`src/rtl/core/smf_pkg.sv`:
```
`timescale 1ns / 1ps

package smf_pkg;

  // Number of window snapshots the queue between front and back can hold.
  localparam int QUEUE_DEPTH = 2;

  // Queue status as seen by the front (space left) and the back (data waiting).
  typedef struct packed {
    logic not_empty;
    logic not_full;
  } q_stat_t;

endpackage

```
`src/rtl/core/smf_if.sv`:
```
`timescale 1ns / 1ps

// Channel that carries one converter sample per word.
interface smf_sample_if #(
  parameter int SAMPLE_BITS = 16
) ();
  logic                   valid;
  logic                   ready;
  logic [SAMPLE_BITS-1:0] sample;

  modport source (output valid, output sample, input ready);
  modport sink (input valid, input sample, output ready);
endinterface

// Channel that carries one filtered median per word.
interface smf_median_if #(
  parameter int SAMPLE_BITS = 16
) ();
  logic                   valid;
  logic                   ready;
  logic [SAMPLE_BITS-1:0] median;

  modport source (output valid, output median, input ready);
  modport sink (input valid, input median, output ready);
endinterface

```
`src/rtl/core/smf_front.sv`:
```
`timescale 1ns / 1ps

module smf_front
  import smf_pkg::*;
#(
  parameter int WINDOW_LEN  = 5,
  parameter int SAMPLE_BITS = 16
) (
  input  logic                              clk,
  input  logic                              rst,
  smf_sample_if.sink                        sample_ch,
  input  q_stat_t                           q_stat,
  output logic                              push,
  output logic [WINDOW_LEN*SAMPLE_BITS-1:0] push_data
);

  // The median does not depend on the order of the entries, so the circular
  // window is kept as a shift line with the newest sample at tap zero.
  logic [SAMPLE_BITS-1:0] window      [WINDOW_LEN];
  logic [SAMPLE_BITS-1:0] window_next [WINDOW_LEN];

  assign sample_ch.ready = q_stat.not_full;
  assign push            = sample_ch.valid && q_stat.not_full;

  always_comb begin
    window_next[0] = sample_ch.sample;
    for (int k = 1; k < WINDOW_LEN; k++) begin
      window_next[k] = window[k-1];
    end
    for (int k = 0; k < WINDOW_LEN; k++) begin
      push_data[k*SAMPLE_BITS +: SAMPLE_BITS] = window_next[k];
    end
  end

  always_ff @(posedge clk) begin
    if (rst) begin
      for (int k = 0; k < WINDOW_LEN; k++) begin
        window[k] <= '0;
      end
    end else if (push) begin
      for (int k = 0; k < WINDOW_LEN; k++) begin
        window[k] <= window_next[k];
      end
    end
  end

endmodule

```
`src/rtl/core/smf_queue.sv`:
```
`timescale 1ns / 1ps

module smf_queue
  import smf_pkg::*;
#(
  parameter int WIDTH = 80
) (
  input  logic             clk,
  input  logic             rst,
  input  logic             push,
  input  logic [WIDTH-1:0] push_data,
  input  logic             pop,
  output logic [WIDTH-1:0] pop_data,
  output q_stat_t          q_stat
);

  localparam int PTR_BITS = $clog2(QUEUE_DEPTH);
  localparam int CNT_BITS = PTR_BITS + 1;

  logic [WIDTH-1:0]    entries [QUEUE_DEPTH];
  logic [PTR_BITS-1:0] wr_ptr;
  logic [PTR_BITS-1:0] rd_ptr;
  logic [CNT_BITS-1:0] count;

  assign q_stat.not_empty = (count != '0);
  assign q_stat.not_full  = (count != CNT_BITS'(QUEUE_DEPTH));
  assign pop_data         = entries[rd_ptr];

  always_ff @(posedge clk) begin
    if (push) begin
      entries[wr_ptr] <= push_data;
    end
  end

  // The depth is a power of two, so the pointers wrap on their own.
  always_ff @(posedge clk) begin
    if (rst) begin
      wr_ptr <= '0;
      rd_ptr <= '0;
      count  <= '0;
    end else begin
      if (push) begin
        wr_ptr <= wr_ptr + PTR_BITS'(1);
      end
      if (pop) begin
        rd_ptr <= rd_ptr + PTR_BITS'(1);
      end
      if (push && !pop) begin
        count <= count + CNT_BITS'(1);
      end else if (pop && !push) begin
        count <= count - CNT_BITS'(1);
      end
    end
  end

endmodule

```
`src/rtl/core/smf_back.sv`:
```
`timescale 1ns / 1ps

module smf_back
  import smf_pkg::*;
#(
  parameter int WINDOW_LEN  = 5,
  parameter int SAMPLE_BITS = 16
) (
  input  logic                              clk,
  input  logic                              rst,
  input  q_stat_t                           q_stat,
  input  logic [WINDOW_LEN*SAMPLE_BITS-1:0] pop_data,
  output logic                              pop,
  smf_median_if.source                      median_ch
);

  localparam int MID_INDEX = (WINDOW_LEN - 1) / 2;
  localparam int RANK_BITS = $clog2(WINDOW_LEN);

  logic [SAMPLE_BITS-1:0] win      [WINDOW_LEN];
  logic [RANK_BITS-1:0]   rank     [WINDOW_LEN];
  logic [WINDOW_LEN-1:0]  sel;
  logic                   advance;

  logic                   s1_valid;
  logic [SAMPLE_BITS-1:0] s1_win [WINDOW_LEN];
  logic [WINDOW_LEN-1:0]  s1_sel;
  logic [SAMPLE_BITS-1:0] picked;

  // The whole back pipeline moves together whenever the output register is free.
  assign advance = !median_ch.valid || median_ch.ready;
  assign pop     = advance && q_stat.not_empty;

  // Each entry's rank is the count of entries that sort before it; ties are
  // broken by tap position so that the ranks form a permutation.
  always_comb begin
    for (int i = 0; i < WINDOW_LEN; i++) begin
      win[i]  = pop_data[i*SAMPLE_BITS +: SAMPLE_BITS];
    end
    for (int i = 0; i < WINDOW_LEN; i++) begin
      rank[i] = '0;
      for (int j = 0; j < WINDOW_LEN; j++) begin
        if (j != i) begin
          if ((win[j] < win[i]) || ((win[j] == win[i]) && (j < i))) begin
            rank[i] = rank[i] + RANK_BITS'(1);
          end
        end
      end
      sel[i] = (rank[i] == RANK_BITS'(MID_INDEX));
    end
  end

  // Exactly one select bit is set, so an OR of the masked entries picks it.
  always_comb begin
    picked = '0;
    for (int i = 0; i < WINDOW_LEN; i++) begin
      picked = picked | (s1_win[i] & {SAMPLE_BITS{s1_sel[i]}});
    end
  end

  always_ff @(posedge clk) begin
    if (advance) begin
      s1_sel           <= sel;
      median_ch.median <= picked;
      for (int i = 0; i < WINDOW_LEN; i++) begin
        s1_win[i] <= win[i];
      end
    end
  end

  always_ff @(posedge clk) begin
    if (rst) begin
      s1_valid        <= 1'b0;
      median_ch.valid <= 1'b0;
    end else if (advance) begin
      s1_valid        <= q_stat.not_empty;
      median_ch.valid <= s1_valid;
    end
  end

endmodule

```
`src/rtl/core/sliding_median_filter.sv`:
```
`timescale 1ns / 1ps

// Channel      Direction  Word     Fields
// sample_ch    in         sample   sample[SAMPLE_BITS-1:0], unsigned reading
// median_ch    out        median   median[SAMPLE_BITS-1:0], median of window
//
// One sample word is taken every cycle while the queue has room; the comparison
// matrix in the rank stage of the back end sets that rate. A median passes the
// queue, the rank stage and the output register. Reset (rst, synchronous) zeroes the
// window, empties the queue and drops median_ch.valid; the first medians therefore
// count the zero entries. When median_ch stalls, the back end holds and the two-word
// queue keeps taking samples until it fills, after which sample_ch.ready drops.

module sliding_median_filter
  import smf_pkg::*;
#(
  parameter int WINDOW_LEN  = 5,
  parameter int SAMPLE_BITS = 16
) (
  input  logic         clk,
  input  logic         rst,
  smf_sample_if.sink   sample_ch,
  smf_median_if.source median_ch
);

  localparam int SNAP_BITS = WINDOW_LEN * SAMPLE_BITS;

  // Status of the snapshot queue, shared by both ends.
  q_stat_t                q_stat;
  logic                   push;
  logic                   pop;
  logic [SNAP_BITS-1:0]   push_data;
  logic [SNAP_BITS-1:0]   pop_data;

  // The front end updates the window and queues a snapshot of it for each
  // accepted sample.
  smf_front #(
    .WINDOW_LEN  (WINDOW_LEN),
    .SAMPLE_BITS (SAMPLE_BITS)
  ) u_front (
    .clk       (clk),
    .rst       (rst),
    .sample_ch (sample_ch),
    .q_stat    (q_stat),
    .push      (push),
    .push_data (push_data)
  );

  // The queue lets the front keep accepting while the output is stalled.
  smf_queue #(
    .WIDTH (SNAP_BITS)
  ) u_queue (
    .clk       (clk),
    .rst       (rst),
    .push      (push),
    .push_data (push_data),
    .pop       (pop),
    .pop_data  (pop_data),
    .q_stat    (q_stat)
  );

  // The back end ranks the snapshot entries and registers the middle one.
  smf_back #(
    .WINDOW_LEN  (WINDOW_LEN),
    .SAMPLE_BITS (SAMPLE_BITS)
  ) u_back (
    .clk       (clk),
    .rst       (rst),
    .q_stat    (q_stat),
    .pop_data  (pop_data),
    .pop       (pop),
    .median_ch (median_ch)
  );

endmodule

```
`src/flat_wrapper.sv`:
```
// flat-port wrapper written by rule: the top's interface ports become plain ports
module sliding_median_filter_flat import smf_pkg::*;
#(
  parameter int WINDOW_LEN  = 5,
  parameter int SAMPLE_BITS = 16
)
  (clk, rst, sample_ch_valid, sample_ch_sample, sample_ch_ready, median_ch_valid, median_ch_median, median_ch_ready);
  smf_sample_if #(.SAMPLE_BITS(SAMPLE_BITS)) sample_ch_i ();
  smf_median_if #(.SAMPLE_BITS(SAMPLE_BITS)) median_ch_i ();
  input  logic clk;
  input  logic rst;
  input wire logic [$bits(sample_ch_i.valid)-1:0] sample_ch_valid;
  input wire logic [$bits(sample_ch_i.sample)-1:0] sample_ch_sample;
  output wire logic [$bits(sample_ch_i.ready)-1:0] sample_ch_ready;
  output wire logic [$bits(median_ch_i.valid)-1:0] median_ch_valid;
  output wire logic [$bits(median_ch_i.median)-1:0] median_ch_median;
  input wire logic [$bits(median_ch_i.ready)-1:0] median_ch_ready;
  assign sample_ch_i.valid = sample_ch_valid;
  assign sample_ch_i.sample = sample_ch_sample;
  assign sample_ch_ready = sample_ch_i.ready;
  assign median_ch_valid = median_ch_i.valid;
  assign median_ch_median = median_ch_i.median;
  assign median_ch_i.ready = median_ch_ready;
  sliding_median_filter #(.WINDOW_LEN(WINDOW_LEN), .SAMPLE_BITS(SAMPLE_BITS)) u_core (.clk(clk), .rst(rst), .sample_ch(sample_ch_i), .median_ch(median_ch_i));
endmodule
```
`config.mk`:
```
export PLATFORM = sky130hd
export DESIGN_NAME = sliding_median_filter_flat
export DESIGN_NICKNAME = d
export VERILOG_FILES = /design/src/rtl/core/smf_pkg.sv /design/src/rtl/core/smf_if.sv /design/src/rtl/core/smf_front.sv /design/src/rtl/core/smf_queue.sv /design/src/rtl/core/smf_back.sv /design/src/rtl/core/sliding_median_filter.sv /design/src/flat_wrapper.sv
export SDC_FILE = /design/constraint.sdc
export NUM_CORES = 1
export LEC_CHECK = 0
export ABC_AREA = 1
export BUFFER_PORTS_ARGS = -buffer_cell sky130_fd_sc_hd__buf_2
export CAP_MARGIN = 15
export CORE_AREA = 2 2 178 180
export DETAILED_ROUTE_END_ITERATION = 12
export DIE_AREA = 0 0 180 182
export PLACE_DENSITY = 0.71
export REMOVE_ABC_BUFFERS = 1
export SYNTH_ARGS = -nofsm -noshare
export SYNTH_HDL_FRONTEND = slang
export SYNTH_SLANG_ARGS = --single-unit
```
`constraint.sdc`:
```
create_clock -name clk -period 13.6 [get_ports clk]
set_input_delay 0.68 -clock clk [delete_from_list [all_inputs] [get_ports clk]]
set_output_delay 0.68 -clock clk [all_outputs]
set_load 0.03 [all_outputs]
```
==> reports/summary.txt <==
Slew Viols, Final -> 0
Setup Fix Bufs, Post-CTS -> 0
most common cell after layout, fill and taps aside -> nand2_1
Design Area, Final -> 0.0186 mm²
Mapped Cells -> 1555
routability cong. -> 0.881
Final Critical Period -> 4.54 ns
main combinational cell family by area after synthesis -> simple AND/OR/NAND/NOR gates
pin count of the biggest net entering global routing -> 87
WP buf/inv -> 2
flops & latches, synth -> 332
area delta synth->final -> 10.5%
CTS buffer count -> 35
endpoints failing hold -> 0
Setup-failing EPs final -> 0
Slew @ Worst Pin -> 1.17 ns
cell taking the most area after synthesis -> edfxtp_1
vias in the first global route -> 10441
Post-Synthesis Cell Area -> 0.0168 mm²
CP dominant cell by count -> nand2_1
CTS clk-pin slew, worst paths -> 0.06 ns
CP max stage cell -> buf_4
Compound-Gate Fraction of Synth Area -> 6.61%
residual DRC count -> 0
Buffers on Ports -> 37
CTS Hold Bufs -> 0
CP top delay family -> simple AND/OR/NAND/NOR gates
startpoint type of the worst setup path -> register
drt pass-1 iters -> 5
worst path required time -> 13.87 ns
Worst EP arrival -> 4.80 ns
Die ar. -> 0.0328 mm²
fraction of the yosys area taken by sequential cells -> 58.9%
Total Routed Length -> 34.6 mm
period utilisation layout -> 33.4%
ant diodes -> 0
RSZ-0062 raised after global routing -> no
most frequent cells in the layout -> nand2_1 (326), edfxtp_1 (325), inv_1 (259)
worst-path cell chain -> buf_4 > o21ai_0 > ha_1 > nand2_1 > nand2_1 > nand2_1 > nand2_1 > nand2_1 > nand2_1 > nand2_1 > nand2_1 > nand2_1 > ha_1 > inv_1 > nand3_1 > nand2_1 > ha_1 > or2_2 > nand3_1 > nor2_1
setup_tns -> 0 ns
post-cts sizing count -> 0
via density per instance -> 5.25
adder-cell share of the synthesized area -> 13.0%
Hold Path Class -> in2reg
Crit path largest cell delay -> 0.71 ns
Max-cap violations -> 0
Ports -> 38
CP Max Fanout -> 86
Yosys cell types -> 37
global-route wire length before repair -> 55.6 mm
CTS Buffer Depth -> 3
Syn Area/Cell -> 10.8 µm²
CTS tree -> yes
Die X -> 180 µm
Initial Util -> 54.2%
detailed-route via count -> 10662
Core Rows -> 65
multiplexer share of the synthesized area -> 1.07%
DP Area -> 0.0174 mm²
Die H -> 182 µm
1st-iter DRT viols -> 865
clock sink count -> 332
top post-synthesis cells by area -> edfxtp_1 (58%), ha_1 (13%), nand2_1 (7.3%)
run status -> completed
clk_lat worst skew -> 0.52 ns
Critical Path Sink Type -> register
routed len/inst -> 17.0 µm
Crit Path Class -> reg2reg
Slew HR -> 22.2%
Root Buffer -> clkbuf_16
initial antenna violation count -> 0
Synth warnings -> 0
proportion of layout cells with a drive suffix above 1 -> 10.4%
H-Tree Depth -> 2
GRT Util Overall -> 21.4%
Synth Area in Simple Gates -> 13.3%
Final HPWL DP -> 23.5 mm
Fmax achieved -> 220 MHz
Detail Route Antenna Nets -> 0
Layout Skew -> 0.0156 ns
grt ovf -> 0
Placeable Area -> 0.0310 mm²
Synth Area in XOR/XNOR -> 0.305%
nets -> 1799
Synth top area share -> 58.1%
-- cell families (layout without fill, tap and decap cells) --
logic type | count (synthesis) | after routing
buffers and inverters | 300 | 375
adder cells (fa/ha/maj) | 174 | 174
multiplexers | 16 | 16
AND/OR/NAND/NOR | 531 | 531
flip-flops | 332 | 332
XOR/XNOR | 5 | 5
AO/OA/AOI/OAI | 197 | 197
-- registers in the layout (all words and copies together) (netlist names), named ones only --
name	cells
u_core.u_back.s1_valid	1
u_core.u_front.window	64
u_core.u_back.s1_win	80
u_core.u_back.s1_sel	5
u_core.u_queue.rd_ptr	1
u_core.u_queue.wr_ptr	1
u_core.u_back.median_ch.valid	1
u_core.u_queue.count	2
u_core.u_back.median_ch.median	16
u_core.u_queue.entries	160
-- per-stage QoR --
step | hold slack [ns] | setup WS, ns | cells | utilization, %
detailed placement | 0.429 | 9.05 | 1970 | 56.3
global route | 0.358 | 8.66 | 2032 | 59.9
finish | 0.348 | 9.06 | 2032 | 59.9
global placement | 0.423 | 9.10 | 1970 | 56.3
floorplan | 0.421 | 8.17 | 1523 | -
CTS | 0.336 | 9.02 | 2032 | 59.9
-- metal layers --
metal / up-vias / share of wire (%) / global-route usage [%]
li1: 5328 / - / -
met1: 5061 / 46 / 29.2
met2: 222 / 48 / 36.2
met3: 51 / 3.8 / 2.87
met4: 0 / 2.3 / 6.05
met5: - / 0 / 0
-- area by class of cell --
type,count,area [µm²]
clock inverter,13,145
tap,402,503
clock buffer,49,991
sequential,332,9900
fill,2478,12400
multi-input combinational,923,5780
inverter,268,1010
timing repair buffer,45,245
-- synth_stat cells --
| master | number |
|---|---|
| o21bai_1 | 2 |
| o21ai_0 | 84 |
| ha_1 | 174 |
| o21ai_2 | 1 |
| nand2_2 | 17 |
| a21o_1 | 4 |
| a21oi_2 | 2 |
| inv_2 | 6 |
| nand3b_1 | 2 |
| xnor2_2 | 1 |
| buf_1 | 1 |
| a21oi_4 | 2 |
| nand3_1 | 29 |
| inv_1 | 260 |
| nor3_2 | 2 |
| mux2_2 | 16 |
| nor2_4 | 4 |
| nor2_2 | 5 |
| buf_2 | 15 |
| xnor2_1 | 1 |
| nand2_1 | 328 |
| a21oi_1 | 76 |
| or2_2 | 1 |
| a221oi_1 | 16 |
| o21ai_1 | 4 |
| o21a_1 | 6 |
| and2_1 | 1 |
| nand3_2 | 4 |
| nand4_2 | 1 |
| nor2_1 | 121 |
| clkinv_1 | 2 |
| dfxtp_1 | 7 |
| edfxtp_1 | 325 |
| xor2_1 | 3 |
| nand2_4 | 5 |
| clkbuf_1 | 16 |
| nand4_1 | 11 |
-- worst paths after layout --
path | startpoint | endpoint | slack [ns] | cells past startpoint
min reg2reg | u_core.u_front.window[0][50] | u_core.u_queue.entries[1][66] | 0.44 | 0
max | register | u_core.u_back.s1_sel[0] | 9.06 | 20
max reg2reg | register | u_core.u_back.s1_sel[0] | 9.06 | 20
min | rst | u_core.u_back.s1_valid | 0.35 | 2
Power is left out: the tool's default activity adds up to more than one toggle a clock period on the data nets, which glitch-free logic cannot reach.
